**src/hw/rtl/upd_pkg.sv**
```systemverilog
// Shared types, character constants and helper functions of the percent decoder.
package upd_pkg;

  // Escape tracking phases.
  localparam logic [1:0] PH_IDLE  = 2'd0;
  localparam logic [1:0] PH_PCT   = 2'd1;
  localparam logic [1:0] PH_DIGIT = 2'd2;

  // Characters with a special meaning.
  localparam logic [7:0] CH_PCT   = 8'h25;
  localparam logic [7:0] CH_PLUS  = 8'h2B;
  localparam logic [7:0] CH_SPACE = 8'h20;

  // Result queue sizing: one item causes at most three results.
  localparam int RES_MAX     = 3;
  localparam int QUEUE_DEPTH = 4;
  localparam int PTR_W       = $clog2(QUEUE_DEPTH);
  localparam int CNT_W       = $clog2(QUEUE_DEPTH + 1);
  localparam int LCNT_W      = $clog2(RES_MAX + 1);

  // One result as it leaves the block.
  typedef struct packed {
    logic [7:0] data;
    logic       has_byte;
    logic       last;
    logic       error;
  } upd_result_t;

  // The results caused by one item, in order, with their number.
  typedef struct packed {
    upd_result_t [RES_MAX-1:0] item;
    logic [LCNT_W-1:0]         count;
  } upd_list_t;

  // Decoder state carried from one item to the next.
  typedef struct packed {
    logic [1:0] phase;
    logic [7:0] first_digit;
    logic       discarding;
  } upd_state_t;

  // Status of the result queue as seen by the top level.
  typedef struct packed {
    logic             can_take;
    logic             not_empty;
    logic [CNT_W-1:0] fill;
  } upd_queue_status_t;

  function automatic logic is_hex(logic [7:0] c);
    return ((c >= 8'h30) && (c <= 8'h39)) ||
           ((c >= 8'h61) && (c <= 8'h66)) ||
           ((c >= 8'h41) && (c <= 8'h46));
  endfunction

  // Nibble value of a hex digit; zero for anything else.
  function automatic logic [3:0] hex_nibble(logic [7:0] c);
    logic [3:0] v;
    v = 4'd0;
    if ((c >= 8'h30) && (c <= 8'h39)) begin
      v = c[3:0];
    end else if (((c >= 8'h61) && (c <= 8'h66)) || ((c >= 8'h41) && (c <= 8'h46))) begin
      v = c[3:0] + 4'd9;
    end
    return v;
  endfunction

  // Append one result to a list; a full list stays as it is.
  function automatic upd_list_t list_push(upd_list_t l, logic [7:0] b, logic has,
                                          logic err);
    upd_list_t r;
    r = l;
    if (r.count != LCNT_W'(RES_MAX)) begin
      r.item[r.count[PTR_W-1:0]].data     = has ? b : 8'd0;
      r.item[r.count[PTR_W-1:0]].has_byte = has;
      r.item[r.count[PTR_W-1:0]].last     = 1'b0;
      r.item[r.count[PTR_W-1:0]].error    = err;
      r.count = r.count + LCNT_W'(1);
    end
    return r;
  endfunction

endpackage

```
**src/hw/rtl/upd_if.sv**
```systemverilog
// Stream interfaces for encoded input bytes and decoded results.
interface upd_in_if;
  logic       valid;
  logic       ready;
  logic [7:0] byte_in;
  logic       last_in;

  modport source (output valid, output byte_in, output last_in, input ready);
  modport sink (input valid, input byte_in, input last_in, output ready);
endinterface

interface upd_out_if;
  logic       valid;
  logic       ready;
  logic [7:0] byte_out;
  logic       has_byte;
  logic       last_out;
  logic       error_out;

  modport source (output valid, output byte_out, output has_byte, output last_out,
                  output error_out, input ready);
  modport sink (input valid, input byte_out, input has_byte, input last_out,
                input error_out, output ready);
endinterface

```
**src/hw/rtl/upd_decoder.sv**
```systemverilog
// Per-byte decode logic: results caused by one input byte and the next state.
module upd_decoder (
  input  upd_pkg::upd_state_t cur,
  input  logic                strict,
  input  logic [7:0]          byte_in,
  input  logic                last_in,
  output upd_pkg::upd_list_t  results,
  output upd_pkg::upd_state_t nxt
);
  import upd_pkg::*;

  // Resolve a malformed escape: an error in strict mode, literals otherwise.
  function automatic upd_list_t emit_malformed(upd_list_t l, logic strict_m, logic two,
                                               logic [7:0] fd);
    upd_list_t r;
    r = l;
    if (strict_m) begin
      r = list_push(r, 8'd0, 1'b0, 1'b1);
    end else begin
      r = list_push(r, CH_PCT, 1'b1, 1'b0);
      if (two) begin
        r = list_push(r, fd, 1'b1, 1'b0);
      end
    end
    return r;
  endfunction

  logic       b_hex;
  logic       fresh;
  logic [7:0] plain_byte;
  upd_list_t  l;

  assign b_hex      = is_hex(byte_in);
  assign plain_byte = (byte_in == CH_PLUS) ? CH_SPACE : byte_in;

  // Walk through the escape phases for this byte.
  always_comb begin
    l     = '0;
    nxt   = cur;
    fresh = 1'b0;
    if (cur.discarding) begin
      fresh = 1'b0;
    end else if (cur.phase == PH_PCT) begin
      if (b_hex) begin
        nxt.first_digit = byte_in;
        nxt.phase       = PH_DIGIT;
      end else begin
        l         = emit_malformed(l, strict, 1'b0, cur.first_digit);
        nxt.phase = PH_IDLE;
        if (strict) begin
          nxt.discarding = 1'b1;
        end else begin
          fresh = 1'b1;
        end
      end
    end else if (cur.phase == PH_DIGIT) begin
      if (b_hex) begin
        l = list_push(l, {hex_nibble(cur.first_digit), hex_nibble(byte_in)}, 1'b1, 1'b0);
        nxt.phase       = PH_IDLE;
        nxt.first_digit = 8'd0;
      end else begin
        l         = emit_malformed(l, strict, 1'b1, cur.first_digit);
        nxt.phase = PH_IDLE;
        if (strict) begin
          nxt.discarding = 1'b1;
        end else begin
          fresh = 1'b1;
        end
      end
    end else begin
      nxt.phase = PH_IDLE;
      fresh     = 1'b1;
    end

    // A byte taken with no escape pending.
    if (fresh) begin
      if (byte_in == CH_PCT) begin
        nxt.phase = PH_PCT;
      end else begin
        l = list_push(l, plain_byte, 1'b1, 1'b0);
      end
    end

    // End of message closes any pending escape and marks the final result.
    if (last_in) begin
      if (!nxt.discarding && (nxt.phase != PH_IDLE)) begin
        l = emit_malformed(l, strict, nxt.phase == PH_DIGIT, nxt.first_digit);
      end
      if (l.count == '0) begin
        l = list_push(l, 8'd0, 1'b0, 1'b0);
      end
      l.item[PTR_W'(l.count - LCNT_W'(1))].last = 1'b1;
      nxt = '0;
    end
  end

  assign results = l;

endmodule

```
**src/hw/rtl/upd_result_fifo.sv**
```systemverilog
// Small result queue: takes up to three results at once and hands out one per transfer.
module upd_result_fifo (
  input  logic                       clk,
  input  logic                       rst,
  input  logic                       wr_en,
  input  upd_pkg::upd_list_t         wr_list,
  input  logic                       rd_en,
  output upd_pkg::upd_result_t       head,
  output upd_pkg::upd_queue_status_t status
);
  import upd_pkg::*;

  upd_result_t        mem [QUEUE_DEPTH];
  logic [PTR_W-1:0]   wr_ptr;
  logic [PTR_W-1:0]   rd_ptr;
  logic [CNT_W-1:0]   fill;
  logic [CNT_W-1:0]   wr_count;
  logic               pop;

  assign pop      = rd_en && (fill != '0);
  assign wr_count = wr_en ? CNT_W'(wr_list.count) : '0;

  // Storage: each written result goes to the next free slot.
  always_ff @(posedge clk) begin
    if (wr_en) begin
      for (int i = 0; i < RES_MAX; i++) begin
        if (LCNT_W'(i) < wr_list.count) begin
          mem[wr_ptr + PTR_W'(i)] <= wr_list.item[i];
        end
      end
    end
  end

  // Pointers and fill level.
  always_ff @(posedge clk) begin
    if (rst) begin
      wr_ptr <= '0;
      rd_ptr <= '0;
      fill   <= '0;
    end else begin
      wr_ptr <= wr_ptr + PTR_W'(wr_count);
      if (pop) begin
        rd_ptr <= rd_ptr + PTR_W'(1);
      end
      fill <= fill + wr_count - CNT_W'(pop);
    end
  end

  assign head             = mem[rd_ptr];
  assign status.not_empty = (fill != '0);
  assign status.can_take  = (fill <= CNT_W'(QUEUE_DEPTH - RES_MAX));
  assign status.fill      = fill;

endmodule

```
**src/hw/rtl/url_percent_decoder.sv**
```systemverilog
// Results pass through the result queue to the output. Throughput: one byte per cycle
// while each byte gives at most one result and the output is not stalled; a byte that
// gives two or three results holds the output for that many transfers, set by the
// single-read result queue. Input is taken while the queue holds at most one result.
// Reset (synchronous, active high) clears the escape state, strict_mode and the queue.
module url_percent_decoder (
  input  logic      clk,
  input  logic      rst,
  input  logic      cfg_wr_en,
  input  logic      cfg_wr_data,
  upd_in_if.sink    in_ch,
  upd_out_if.source out_ch
);
  import upd_pkg::*;

  logic              strict_mode;
  upd_state_t        state;
  upd_state_t        state_next;
  upd_list_t         results;
  upd_result_t       head;
  upd_queue_status_t q_status;
  logic              in_xfer;

  assign in_ch.ready = q_status.can_take;
  assign in_xfer     = in_ch.valid && in_ch.ready;

  // Configuration register.
  always_ff @(posedge clk) begin
    if (rst) begin
      strict_mode <= 1'b0;
    end else if (cfg_wr_en) begin
      strict_mode <= cfg_wr_data;
    end
  end

  // Escape state advances on every input transfer.
  always_ff @(posedge clk) begin
    if (rst) begin
      state <= '0;
    end else if (in_xfer) begin
      state <= state_next;
    end
  end

  upd_decoder u_decoder (
    .cur     (state),
    .strict  (strict_mode),
    .byte_in (in_ch.byte_in),
    .last_in (in_ch.last_in),
    .results (results),
    .nxt     (state_next)
  );

  upd_result_fifo u_fifo (
    .clk     (clk),
    .rst     (rst),
    .wr_en   (in_xfer),
    .wr_list (results),
    .rd_en   (out_ch.ready),
    .head    (head),
    .status  (q_status)
  );

  // Output channel straight from the queue head.
  assign out_ch.valid     = q_status.not_empty;
  assign out_ch.byte_out  = head.data;
  assign out_ch.has_byte  = head.has_byte;
  assign out_ch.last_out  = head.last;
  assign out_ch.error_out = head.error;

endmodule

```
**src/flat_wrapper.sv**
```systemverilog
// flat-port wrapper written by rule: the top's interface ports become plain ports
module url_percent_decoder_flat import upd_pkg::*;
  (clk, rst, cfg_wr_en, cfg_wr_data, in_ch_valid, in_ch_byte_in, in_ch_last_in, in_ch_ready, out_ch_valid, out_ch_byte_out, out_ch_has_byte, out_ch_last_out, out_ch_error_out, out_ch_ready);
  upd_in_if in_ch_i ();
  upd_out_if out_ch_i ();
  input  logic clk;
  input  logic rst;
  input  logic cfg_wr_en;
  input  logic cfg_wr_data;
  input wire logic [$bits(in_ch_i.valid)-1:0] in_ch_valid;
  input wire logic [$bits(in_ch_i.byte_in)-1:0] in_ch_byte_in;
  input wire logic [$bits(in_ch_i.last_in)-1:0] in_ch_last_in;
  output wire logic [$bits(in_ch_i.ready)-1:0] in_ch_ready;
  output wire logic [$bits(out_ch_i.valid)-1:0] out_ch_valid;
  output wire logic [$bits(out_ch_i.byte_out)-1:0] out_ch_byte_out;
  output wire logic [$bits(out_ch_i.has_byte)-1:0] out_ch_has_byte;
  output wire logic [$bits(out_ch_i.last_out)-1:0] out_ch_last_out;
  output wire logic [$bits(out_ch_i.error_out)-1:0] out_ch_error_out;
  input wire logic [$bits(out_ch_i.ready)-1:0] out_ch_ready;
  assign in_ch_i.valid = in_ch_valid;
  assign in_ch_i.byte_in = in_ch_byte_in;
  assign in_ch_i.last_in = in_ch_last_in;
  assign in_ch_ready = in_ch_i.ready;
  assign out_ch_valid = out_ch_i.valid;
  assign out_ch_byte_out = out_ch_i.byte_out;
  assign out_ch_has_byte = out_ch_i.has_byte;
  assign out_ch_last_out = out_ch_i.last_out;
  assign out_ch_error_out = out_ch_i.error_out;
  assign out_ch_i.ready = out_ch_ready;
  url_percent_decoder u_core (.clk(clk), .rst(rst), .cfg_wr_en(cfg_wr_en), .cfg_wr_data(cfg_wr_data), .in_ch(in_ch_i), .out_ch(out_ch_i));
endmodule
```
**config.mk**
```make
export PLATFORM = sky130hd
export DESIGN_NAME = url_percent_decoder_flat
export DESIGN_NICKNAME = d
export VERILOG_FILES = /design/src/hw/rtl/upd_pkg.sv /design/src/hw/rtl/upd_if.sv /design/src/hw/rtl/upd_decoder.sv /design/src/hw/rtl/upd_result_fifo.sv /design/src/hw/rtl/url_percent_decoder.sv /design/src/flat_wrapper.sv
export SDC_FILE = /design/constraint.sdc
export NUM_CORES = 1
export LEC_CHECK = 0
export BUFFER_PORTS_ARGS = -buffer_cell sky130_fd_sc_hd__clkbuf_2
export CAP_MARGIN = 5
export CORE_MARGIN = 4
export CORE_UTILIZATION = 30
export CTS_BUF_LIST = sky130_fd_sc_hd__clkbuf_8
export DETAILED_ROUTE_END_ITERATION = 12
export GPL_ROUTABILITY_DRIVEN = 1
export SETUP_SLACK_MARGIN = 0.2
export SLEW_MARGIN = 20
export SYNTH_ARGS = -nofsm -noshare
export SYNTH_HDL_FRONTEND = slang
export SYNTH_SLANG_ARGS = --single-unit
```
**constraint.sdc**
```tcl
create_clock -name clk -period 4.41 [get_ports clk]
set_input_delay 0.882 -clock clk [delete_from_list [all_inputs] [get_ports clk]]
set_output_delay 0.882 -clock clk [all_outputs]
set_load 0.01 [all_outputs]
```
After elaboration in Yosys (flattened, before gate mapping)
Memories as Yosys holds them, arrays and structs flattened. A register that Yosys moved wholly into a read port is not among the register bits.
Cells that the tools add are included.
{"block": "totals", "out_inout_bits": 13, "ff_bits": 19, "n_memories": 1, "input_bits": 15, "word_cells": 213, "ram_bits": 44}
{"block": "op_classes", "muxes": 130, "n_lt_le_gt_ge": 28, "n_reduce_logical": 23, "add_sub_neg": 14, "n_eq_ne": 10}
{"name": "u_core.u_fifo.mem", "depth": 4, "word_bits": 11, "rd": 1, "rd_ports_with_merged_regs": 1, "wr": 3, "line": "upd_result_fifo.sv:13", "rtl": "upd_result_t mem [QUEUE_DEPTH];"}
{"cell": "bitwise mux 33 bit", "count": 25}
{"cell": "two-way mux 35 bit", "count": 23}
{"cell": "demux 11 bit (select 2 bit)", "count": 21}
{"cell": "two-way mux 11 bit", "count": 10}
{"cell": "two-way mux 13 bit", "count": 5}
{"cell": ">= comparator 8 x 7 -> 1 bit (second input constant)", "count": 4}
{"cell": "less-or-equal comparator 8 x 7 -> 1 bit (second input constant)", "count": 4}
{"cell": "two-way mux 2 bit", "count": 12}
{"cell": "two-way mux 8 bit", "count": 3}
{"cell": "two-way mux 1 bit", "count": 21}
{"cell": "less-than comparator 2 x 3 -> 1 bit (second input constant)", "count": 6}
{"cell": "equality test 8 x 6 -> 1 bit (second input constant)", "count": 2}
{"cell": ">= comparator 8 x 6 -> 1 bit (second input constant)", "count": 2}
{"cell": "less-or-equal comparator 8 x 6 -> 1 bit (second input constant)", "count": 2}
{"cell": "two-way mux 4 bit", "count": 4}
{"cell": "logical AND 1 bit", "count": 15}
{"cell": "two-way mux 3 bit", "count": 5}
{"cell": "adder 2 x 1 -> 2 bit (second input constant)", "count": 7}
{"cell": ">= comparator 2 x 1 -> 1 bit (second input constant)", "count": 6}
{"cell": "inequality test 2 bit (second input constant)", "count": 5}
{"cell": "two-way mux 9 bit", "count": 1}
{"cell": "adder 4 bit (second input constant)", "count": 2}
{"cell": "equality test 2 bit (second input constant)", "count": 2}
{"cell": "logical OR 1 bit", "count": 4}
{"cell": "13 further kinds", "count": 14}

Depth between registers and ports, before layout
Gate-level depths: netlist of the first run.
{"block": "logic_depth", "depth_word": 80, "depth_mapped": 19}

Hierarchy
From an unflattened synthesis of the first run, not the netlist that was laid out.
{"block": "unflattened", "hier_cells": 513, "hier_area_um2": 5172.5}
{"mod": "upd_result_fifo", "cells_each": 217, "area_per_inst_um2": 3204.3, "instances": 1}
{"mod": "upd_decoder", "cells_each": 243, "area_per_inst_um2": 1413.9, "instances": 1}
{"mod": "url_percent_decoder", "cells_each": 53, "area_per_inst_um2": 554.3, "instances": 1}

Least setup slack after synthesis of the first run
No wires, ideal clock.
{"block": "synth_path", "path_type": "input port to flip-flop", "startpoint": "input port in_ch_byte_in[0]", "endpoint": "register u_core.u_fifo.fill[2]", "required_ns": 4.283, "path_stages": 19, "arrival_ns": 3.926, "n_path_buf": 2, "slack_ns": 0.357, "cell_sequence": "inv_1 -> ha_1 -> o21bai_1 -> a2111oi_4 -> o21bai_1 -> buf_2 -> o41ai_1 -> a32oi_1 -> buf_2 -> and2_1 -> inv_1 -> ha_1 -> inv_1 -> ha_1 -> inv_1 -> fa_1 -> xnor2_1 -> xnor2_1 -> nor2_1"}
{"block": "synth_via", "elab_chain_len": 31, "elab_cells_between_ends": 61, "cone_classes": "add/sub (6); order compare (6); eq/ne (6); mux (34); reduce/logical (9)"}
{"element": "from (decl)", "line": "flat_wrapper.sv:11", "rtl": "input wire logic [$bits(in_ch_i.byte_in)-1:0] in_ch_byte_in;"}
{"element": ">= comparator 8 x 6 -> 1 bit, or another cell as far along", "line": "upd_pkg.sv:50", "rtl": "return ((c >= 8'h30) && (c <= 8'h39)) ||"}
{"element": "logical AND 1 bit (on tied branches)", "line": "upd_pkg.sv:50, upd_pkg.sv:51"}
{"element": "logical OR 1 bit", "line": "upd_pkg.sv:50"}
{"element": "logical OR 1 bit", "line": "upd_pkg.sv:51", "rtl": "((c >= 8'h61) && (c <= 8'h66)) ||"}
{"element": "two-way mux 35 bit", "line": "upd_decoder.sv:57", "rtl": "if (b_hex) begin"}
{"element": "two-way mux 35 bit", "line": "upd_decoder.sv:56", "rtl": "end else if (cur.phase == PH_DIGIT) begin"}
{"element": "two-way mux 35 bit", "line": "upd_decoder.sv:43", "rtl": "end else if (cur.phase == PH_PCT) begin"}
{"element": "two-way mux 35 bit", "line": "upd_decoder.sv:41", "rtl": "if (cur.discarding) begin"}
{"element": "[... 15 more ...]"}
{"element": "adder 2 x 1 -> 2 bit / inequality test 2 bit (equally long branches)", "line": "upd_pkg.sv:77, upd_pkg.sv:72"}
{"element": "two-way mux 35 bit", "line": "upd_pkg.sv:72", "rtl": "if (r.count != LCNT_W'(RES_MAX)) begin"}
{"element": "two-way mux 35 bit", "line": "upd_decoder.sv:89", "rtl": "if (l.count == '0) begin"}
{"element": "two-way mux 35 bit", "line": "upd_decoder.sv:85", "rtl": "if (last_in) begin"}
{"element": "two-way mux 35 bit *", "line": "upd_decoder.sv:85"}
{"element": "two-way mux 2 bit *", "line": "upd_result_fifo.sv:21", "rtl": "assign wr_count = wr_en ? CNT_W'(wr_list.count) : '0;"}
{"element": "adder 3 x 2 -> 3 bit *", "line": "upd_result_fifo.sv:45", "rtl": "fill <= fill + wr_count - CNT_W'(pop);"}
{"element": "subtractor 3 x 1 -> 3 bit *", "line": "upd_result_fifo.sv:45"}
{"element": "to (signal assigned)", "line": "upd_result_fifo.sv:45"}
{"element": "to (decl)", "line": "upd_result_fifo.sv:16", "rtl": "logic [CNT_W-1:0] fill;"}
Mark *: on every way between the ends. The rest lies on a longest branch, timed or not. The select of a mux whose other input is x is not followed.
A chain may end at the register's enable or synchronous reset.

Worst setup path in the final report of the first run
Same ends and word-level chain as after synthesis.

==> results of run 1 <==
==> synth_stat cells, types with 4 or more instances <==
cell type / number / share of area
dfxtp_1: 21 / 0.095
a22oi_1: 11 / 0.019
a211oi_1: 12 / 0.020
o21ai_1: 6 / 0.0068
o21ai_0: 25 / 0.028
o211ai_1: 4 / 0.0068
clkbuf_1: 21 / 0.018
o22ai_1: 7 / 0.0099
a221o_1: 4 / 0.0090
and2_1: 7 / 0.0099
a41o_1: 4 / 0.0090
nand2b_1: 6 / 0.0085
nand2_1: 43 / 0.036
a21oi_1: 40 / 0.045
edfxtp_1: 44 / 0.30
a2bb2oi_1: 4 / 0.0079
buf_2: 7 / 0.0079
nor2_1: 43 / 0.036
inv_1: 17 / 0.014
ha_1: 11 / 0.031
a31oi_1: 4 / 0.0056
a32oi_1: 5 / 0.0099
and3_1: 4 / 0.0056
o21bai_1: 4 / 0.0068
mux4_2: 11 / 0.056
nor3_1: 9 / 0.010
xnor2_1: 8 / 0.016
nand4_1: 5 / 0.0070
nor2b_1: 9 / 0.013
nand3_1: 12 / 0.014
a22o_1: 4 / 0.0079
==> path summary, 6_finish.rpt <==
path / cells past startpoint / slack, ns / to
setup / recovery: 19 / 0.44 / u_core.u_fifo.fill[2]
hold / removal: 2 / 0.54 / flip-flop
setup reg to reg: 14 / 0.73 / u_core.u_fifo.fill[2]
hold reg to reg: 2 / 0.54 / flip-flop
==> kinds of logic after synthesis <==
family,synth area share
AOI/OAI and AO/OA,0.255
buffers and inverters,0.0434
xor gates and xnor gates,0.0178
muxes,0.0708
DFF,0.392
adders and majority gates,0.0400
and+or+nand+nor,0.180
==> per-stage QoR <==
stage,instance area [um2],power [mW],hold WS (ns)
6_report,5110,2.12,0.544
4_1_cts,5110,2.15,0.548
5_1_grt,5110,2.27,0.578
3_5_place_dp,4930,1.66,0.527
3_3_place_gp,4930,1.63,0.509
2_1_floorplan,4440,1.38,0.485
==> power breakdown <==
part           internal [mW]  switching [mW]  total [mW]
Sequential             0.779          0.0801       0.859
Combinational          0.338           0.438       0.777
Clock                  0.255           0.234       0.489
==> layer usage <==
layer  global-route usage  share of wire  wire length (um)  vias to the layer above
met5                    0              0                 0                        -
met4               0.0581          0.022               302                        0
met3               0.0387          0.074              1000                       26
met2                0.263           0.47              6450                      187
met1                0.231           0.43              5850                     1993
li1                     -              -                 -                     1883
==> sequential cells by signal (all words and copies together), names as in the netlist, named ones only <==
register              count
u_core.u_fifo.wr_ptr      2
u_core.u_fifo.rd_ptr      2
u_core.u_fifo.mem        44
u_core.state             11
u_core.u_fifo.fill        3
u_core.strict_mode        1
==> critical path, delay by kind of cell <==
| kind | cells | cell delay [ns] |
|---|---|---|
| AOI/OAI and AO/OA | 5 | 1.17 |
| xor gates and xnor gates | 2 | 0.35 |
| adders and majority gates | 4 | 0.99 |
| buffers and inverters | 6 | 0.58 |
| and+or+nand+nor | 2 | 0.24 |
==> area by class of cell <==
class / instances / area share
clock buffer: 9 / 0.0242
clock inverter: 7 / 0.0122
inverter: 17 / 0.0125
multi-input combinational: 359 / 0.491
sequential: 65 / 0.341
tap: 184 / 0.0450
timing repair buffer: 60 / 0.0749
==> metrics.md, run 1 <==
| Metric | Value |
|---|---|
| Worst vdd ir | `~0.15 mV` |
| Critical path's largest stage delay | `about 0.37 ns` |
| Die Y | `130 um` |
| Die X | `130 um` |
| Fill cells | `1515` |
| Largest net degree at the start of global routing | `23` |
| Setup Fix Bufs, Post-CTS | `0` |
| Most frequent cells in the layout | `44 x edfxtp_1, 43 x nor2_1, 43 x nand2_1, 40 x a21oi_1, 33 x buf_4` |
| IO Port Bufs | `27` |
| DRC viols | `0` |
| Most used cell, CP | `inv_1` |
| Post-Route WL | `between 10 and 15 mm` |
| 1st-pass router iterations | `5` |
| Antenna violations before repair | `0` |
| Gpl congestion | `0.926` |
| Hold path startpoint | `u_core.u_fifo.rd_ptr[1]` |
| Maxcap violations | `0` |
| Pre-CTS WS | `about 0.032 ns` |
| Commonest non-fill, non-tap cell in the layout | `edfxtp_1` |
| Total number of vias | `around 4000` |
| Crit path arrival time | `4.20 ns` |
| CTS Buffer Depth | `2` |
| Avg Cell Area, Syn | `~9.4 um2` |
| CTS root buffer | `clkbuf_8` |
| Vias per std cell | `just under 6` |
| Setup TNS | `0 ns` |
| Area of the multi-input gates | `between 2000 and 3000 um2` |
| I/O Pins | `28` |
| Mapped Cells | `472` |
| CTS tree | `built` |
| Total track usage | `0.169` |
| Vias in the first global route | `3927` |
| Period utilization | `0.899` |
| Crit end category | `flip-flop` |
| Register Area | `approximately 1700 um2` |
| Final setup margin | `around 0.44 ns` |
| Worst EP required | `about 4.6 ns` |
| # resized after CTS | `0` |
| Diodes inserted | `0` |
| CP Cell Sequence | `clkbuf_2 -> inv_1 -> ha_1 -> o21bai_1 -> a2111oi_4 -> o21bai_1 -> buf_4 -> a211o_1 -> a32oi_1 -> and2_1 -> inv_1 -> ha_1 -> inv_1 -> ha_1 -> inv_1 -> fa_1 -> xnor2_1 -> xnor2_1 -> nor2_1` |
| Lkg Pwr | `about 1.8 nW` |
| Dpl cells | `approximately 690` |
| Post-route antenna net violation count | `0` |
| Total core area | `between 10000 and 15000 um2` |
| Share of cells above drive strength 1 | `0.199` |
| Synth cell types | `between 60 and 70` |
| Avg WL per Cell | `19.4 um` |
| Max Slew Vio Count | `0` |
| Total global routing overflow | `0` |
| Crit. Startpoint | `in_ch_byte_in[0]` |
| Number of DRC markers in iteration 0 | `around 480` |
| Worst R2R Start | `u_core.state[0]` |
| CTS buffer count | `9` |
| Setup violators final | `0` |
| EDFF count, synth | `between 40 and 50` |
| Hold buffer count at cts | `0` |
| Clk sinks | `65` |
| Slew HR | `0.320` |
| Tightest Pin Transition | `between 1 and 1.5 ns` |
| Hpwl dp | `10.4 mm` |
| Fin. Hold Viols | `0` |
| Initial Util | `0.305` |
| FMAX | `between 200 and 300 MHz` |
| Crit Path Category | `in2reg` |
| Clk slew on worst S/H paths | `around 0.060 ns` |
| Post-synthesis sequential area ratio | `0.392` |
| Power Density | `approximately 420 nW/um2` |
| Area Overhead vs Synth | `15.2%` |
| Clock latency on the worst-skew pair | `between 0.3 and 0.4 ns` |
| Final Util | `0.352` |
| Synth Net Count | `around 500` |
| Synth warn | `0` |
| Total die area | `16800 um2` |
| Asr flop ratio synth | `0` |
| Status | `complete, no violations` |
| Syn Std Cell Area | `approximately 4400 um2` |
| Min-Delay Path Class | `reg2reg` |
| RSZ-0062 raised after global routing | `false` |
| Clk_skew | `slightly above 0.02 ns` |
| Min Tclk post-route | `3.97 ns` |
| Top_reg_cell synth | `edfxtp_1` |
| H-tree depth | `3` |
| Crit-path slowest cell | `fa_1` |
| Row Count | `44` |
| # nets final | `around 540` |
| CP max FO | `6` |
| First-pass GRT wire length | `between 20 and 25 mm` |
| Layout Cells excl Fill | `701` |
| Synth Register Bits | `65` |
| Setup crit start kind | `primary input` |
No activity file was read; power rests on OpenSTA's default activity.
==> inputs of run 2 (changes only) <==
- CORE_MARGIN: 4 -> 1
- SYNTH_HIERARCHICAL: default -> 1
==> run 2 against run 1 <==
  * Critical endpoint is now u_core/u_fifo/fill[2]
  * Hold slack improved by 0.0077 ns
  * Highest routed layer unchanged
  * Global-route usage is 0.15 points lower
  * Via count up 3.6%
==> metrics.md, run 2 <==
| Metric | Value |
|---|---|
| Final setup margin | `0.482 ns (was 0.445 ns)` |
| Worst R2R Start | `u_core/state[10] (was u_core.state[0])` |
| Antenna violations before repair | `0 (unchanged)` |
| Largest cells by area after synthesis | `edfxtp_1 26%, mux2_2 17%, dfxtp_1 8.1% (was edfxtp_1 30%, dfxtp_1 9.5%, mux4_2 5.6%)` |
| Post-synthesis sequential area ratio | `0.337 (was 0.392)` |
| Min-Delay Path Class | `reg2reg (unchanged)` |
| Mapped Cells | `513 (was 472)` |
| Top flop regs | `u_core/u_fifo/mem (44), u_core/state (11), u_core/u_fifo/fill (3) (was u_core.u_fifo.mem (44), u_core.state (11), u_core.u_fifo.fill (3))` |
| Max Slew Vio Count | `0 (unchanged)` |
| Reg power frac | `0.444 (was 0.404)` |
| Fin. Hold Viols | `0 (unchanged)` |
| Top delay family on crit path | `adder cells (was compound AO/OA/AOI/OAI gates)` |
| Total die area | `17800 um2 (was 16800 um2)` |
| Commonest non-fill, non-tap cell in the layout | `mux2_2 (was edfxtp_1)` |
| Setup Fix Bufs, Post-CTS | `0 (unchanged)` |
| Total core area | `16700 um2 (was 14500 um2)` |
| Max FFs per register | `44 (unchanged)` |
| Synth area leader | `edfxtp_1 (unchanged)` |
| Worst EP required | `4.65 ns (was 4.64 ns)` |
| Period utilization | `0.891 (was 0.899)` |
| P_sw | `0.581 mW (was 0.753 mW)` |
| Reg2Reg Depth | `14 (unchanged)` |
| Commonest cells post-synth | `78 x mux2_2, 44 x edfxtp_1, 42 x nand2_1, 35 x nor2_1, 30 x a21oi_1 (was 44 x edfxtp_1, 43 x nand2_1, 43 x nor2_1, 40 x a21oi_1, 25 x o21ai_0)` |
| Setup crit start kind | `primary input (unchanged)` |
| Final Util | `0.347 (was 0.352)` |
| Diodes inserted | `0 (unchanged)` |
| Pint | `1.24 mW (was 1.37 mW)` |
| Clock Power Share | `0.285 (was 0.230)` |
| # nets final | `565 (was 539)` |
| H-tree depth | `3 (unchanged)` |
| Vias in the first global route | `4247 (was 3927)` |
| Setup violators final | `0 (unchanged)` |
| Hold buffer count at cts | `0 (unchanged)` |
| Combinational share of power | `0.271 (was 0.365)` |
| Area of the multi-input gates | `3220 um2 (was 2510 um2)` |
| 1st-pass router iterations | `5 (unchanged)` |
| CTS buffer count | `9 (unchanged)` |
| Crit Path Category | `in2reg (unchanged)` |
| Top_reg_cell synth | `edfxtp_1 (unchanged)` |
| Initial Util | `0.310 (was 0.305)` |
| CTS root buffer | `clkbuf_8 (unchanged)` |
| Die X | `133 um (was 130 um)` |
| Biggest register | `u_core/u_fifo/mem (was u_core.u_fifo.mem)` |
| Post-Route WL | `14.3 mm (was 13.6 mm)` |
| # resized after CTS | `0 (unchanged)` |
| Worst R2R Setup Slack | `0.93 ns (was 0.73 ns)` |
| Tightest Pin Transition | `0.826 ns (was 1.01 ns)` |
| Synth Register Bits | `65 (unchanged)` |
| Total global routing overflow | `0 (unchanged)` |
| Hold path startpoint | `u_core/u_fifo/rd_ptr[1] (was u_core.u_fifo.rd_ptr[1])` |
| Total track usage | `0.167 (was 0.169)` |
| Crit path arrival time | `4.16 ns (was 4.20 ns)` |
| Synth cell types | `80 (was 69)` |
| Worst path bufs/invs | `5 (was 6)` |
| Largest net degree at the start of global routing | `25 (was 23)` |
| DRC viols | `0 (unchanged)` |
| Pre-CTS WS | `0.0745 ns (was 0.0317 ns)` |
| Syn Std Cell Area | `5170 um2 (was 4440 um2)` |
| Avg WL per Cell | `18.7 um (was 19.4 um)` |
| Hpwl dp | `10.6 mm (was 10.4 mm)` |
| Post-route antenna net violation count | `0 (unchanged)` |
| Vias per std cell | `5.54 (was 5.83)` |
| EDFF count, synth | `44 (unchanged)` |
| Crit end category | `flip-flop (unchanged)` |
| Most frequent cells in the layout | `78 x mux2_2, 44 x edfxtp_1, 42 x nand2_1, 35 x nor2_1, 28 x a21oi_1 (was 44 x edfxtp_1, 43 x nor2_1, 43 x nand2_1, 40 x a21oi_1, 33 x buf_4)` |
| I/O Pins | `28 (unchanged)` |
| Fill cells | `1700 (was 1515)` |
| Reg2reg end | `u_core/u_fifo/fill[2] (was u_core.u_fifo.fill[2])` |
| Worst vdd ir | `0.122 mV (was 0.152 mV)` |
| Die Y | `133 um (was 130 um)` |
| CP max FO | `7 (was 6)` |
| Total number of vias | `4236 (was 4089)` |
| Share of cells above drive strength 1 | `0.358 (was 0.199)` |
| Row Count | `47 (was 44)` |
| CTS Buffer Depth | `2 (unchanged)` |
| Number of DRC markers in iteration 0 | `324 (was 484)` |
| Critical path's largest stage delay | `0.39 ns (was 0.37 ns)` |
| CP Cell Sequence | `clkbuf_2 -> inv_1 -> ha_1 -> or3b_1 -> nand3_1 -> buf_4 -> nand3_2 -> a21o_1 -> o21ai_0 -> a21oi_2 -> nand2_1 -> ha_1 -> inv_1 -> ha_1 -> inv_1 -> fa_1 -> xnor2_1 -> xnor2_1 -> nor2_1 (was clkbuf_2 -> inv_1 -> ha_1 -> o21bai_1 -> a2111oi_4 -> o21bai_1 -> buf_4 -> a211o_1 -> a32oi_1 -> and2_1 -> inv_1 -> ha_1 -> inv_1 -> ha_1 -> inv_1 -> fa_1 -> xnor2_1 -> xnor2_1 -> nor2_1)` |
| Clk sinks | `65 (unchanged)` |
| Min-Delay Path Depth | `2 (unchanged)` |
| Gpl congestion | `0.944 (was 0.926)` |
| Slew HR | `0.448 (was 0.320)` |
| Synth warn | `6 (was 0)` |
| Min Tclk post-route | `3.93 ns (was 3.97 ns)` |
| Lkg Pwr | `2.10 nW (was 1.84 nW)` |
| IO Port Bufs | `27 (unchanged)` |
| Area Overhead vs Synth | `12.0% (was 15.2%)` |
| First-pass GRT wire length | `23.1 mm (was 21.8 mm)` |
| Clk slew on worst S/H paths | `0.07 ns (was 0.06 ns)` |
| Yosys top cell area share | `0.255 (was 0.298)` |
| Power Density | `314 nW/um2 (was 416 nW/um2)` |
| CTS tree | `built (unchanged)` |
| Status | `complete, no violations (unchanged)` |
| Asr flop ratio synth | `0 (unchanged)` |
| FMAX | `255 MHz (was 252 MHz)` |
| Crit-path slowest cell | `or3b_1 (was fa_1)` |
| Clk_skew | `0.0118 ns (was 0.0203 ns)` |
| Setup TNS | `0 ns (unchanged)` |
| Register Area | `1740 um2 (unchanged)` |
| RSZ-0062 raised after global routing | `false (unchanged)` |
| Switching share of total power | `0.320 (was 0.354)` |
| Avg Cell Area, Syn | `10.1 um2 (was 9.40 um2)` |
| Clock latency on the worst-skew pair | `0.36 ns (was 0.37 ns)` |
| Count leader, synth | `mux2_2 (was edfxtp_1)` |
| Maxcap violations | `0 (unchanged)` |
-- run 2: cell count changes after synthesis, moves of 7 or more --
cell	previous run	this run
o21ai_0	25	16
a21bo_1	0	8
a21oi_2	0	8
mux2_2	2	78
mux2_4	0	10
o22ai_1	7	0
a211oi_1	12	2
nor2_1	43	35
a21oi_1	40	30
nand3_1	12	20
a22oi_1	11	2
-- run 2: power by group through the flow --
stage               sequential [mW]  clock (mW)  combinational, mW
floorplan                     0.769           0              0.389
global placement              0.820           0              0.482
detailed placement            0.827           0              0.497
CTS                           0.813       0.533              0.500
global route                  0.824       0.555              0.544
finish                        0.808       0.518              0.492
-- run 2: logic make-up after synthesis --
logic type      share of synthesized area
compound gates                      0.163
xor+xnor                           0.0135
fa+ha+maj                          0.0281
buf+inv                            0.0445
flops                               0.337
mux                                 0.251
other cells                      0.000725
simple gates                        0.163
-- run 2: through the flow --
step | area [um2] | cells | total power [mW] | hold WS, ns
2_1_floorplan | 5180 | 514 | 1.16 | 0.485
3_3_place_gp | 5590 | 748 | 1.30 | 0.518
3_5_place_dp | 5590 | 748 | 1.32 | 0.527
4_1_cts | 5790 | 764 | 1.85 | 0.559
5_1_grt | 5790 | 764 | 1.92 | 0.588
6_report | 5790 | 764 | 1.82 | 0.552
-- run 2: worst reg2reg max path: cells and delay by family, from the launching register on --
kind,cells,cell delay [ns]
compound gates,3,0.60
buf+inv,2,0.22
flops,1,0.66
fa+ha+maj,2,0.75
simple gates,5,0.72
xor+xnor,2,0.41
-- run 2: area by class of cell --
type                    instances  area share
inverters                      14     0.00907
clock inverters                 7      0.0134
repair buffers                 49      0.0518
well taps                     220      0.0475
multi-input cells             400       0.556
flip-flops and latches         65       0.301
clock buffers                   9      0.0214
-- run 2: worst max-delay path by stage --
stage / from / endpoint / slack [ns] / depth (start not counted)
floorplan: in_ch_byte_in[1] / u_core/u_fifo/mem[0][0] / 0.24 / 12
global placement: in_ch_byte_in[1] / u_core/u_fifo/fill[2] / 0.28 / 18
detailed placement: in_ch_byte_in[1] / u_core/u_fifo/fill[2] / 0.07 / 18
CTS: in_ch_byte_in[1] / u_core/u_fifo/fill[2] / 0.45 / 18
global route: in_ch_byte_in[1] / u_core/u_fifo/fill[2] / 0.25 / 19
finish: in_ch_byte_in[1] / u_core/u_fifo/fill[2] / 0.48 / 19
-- run 2: layer usage --
layer  vias up  global-route usage  part of all wire
li1       1977                   -                 -
met1      2081               0.211              0.45
met2       150               0.279              0.48
met3        28              0.0361             0.055
met4         0              0.0619             0.021
met5         -                   0                 0
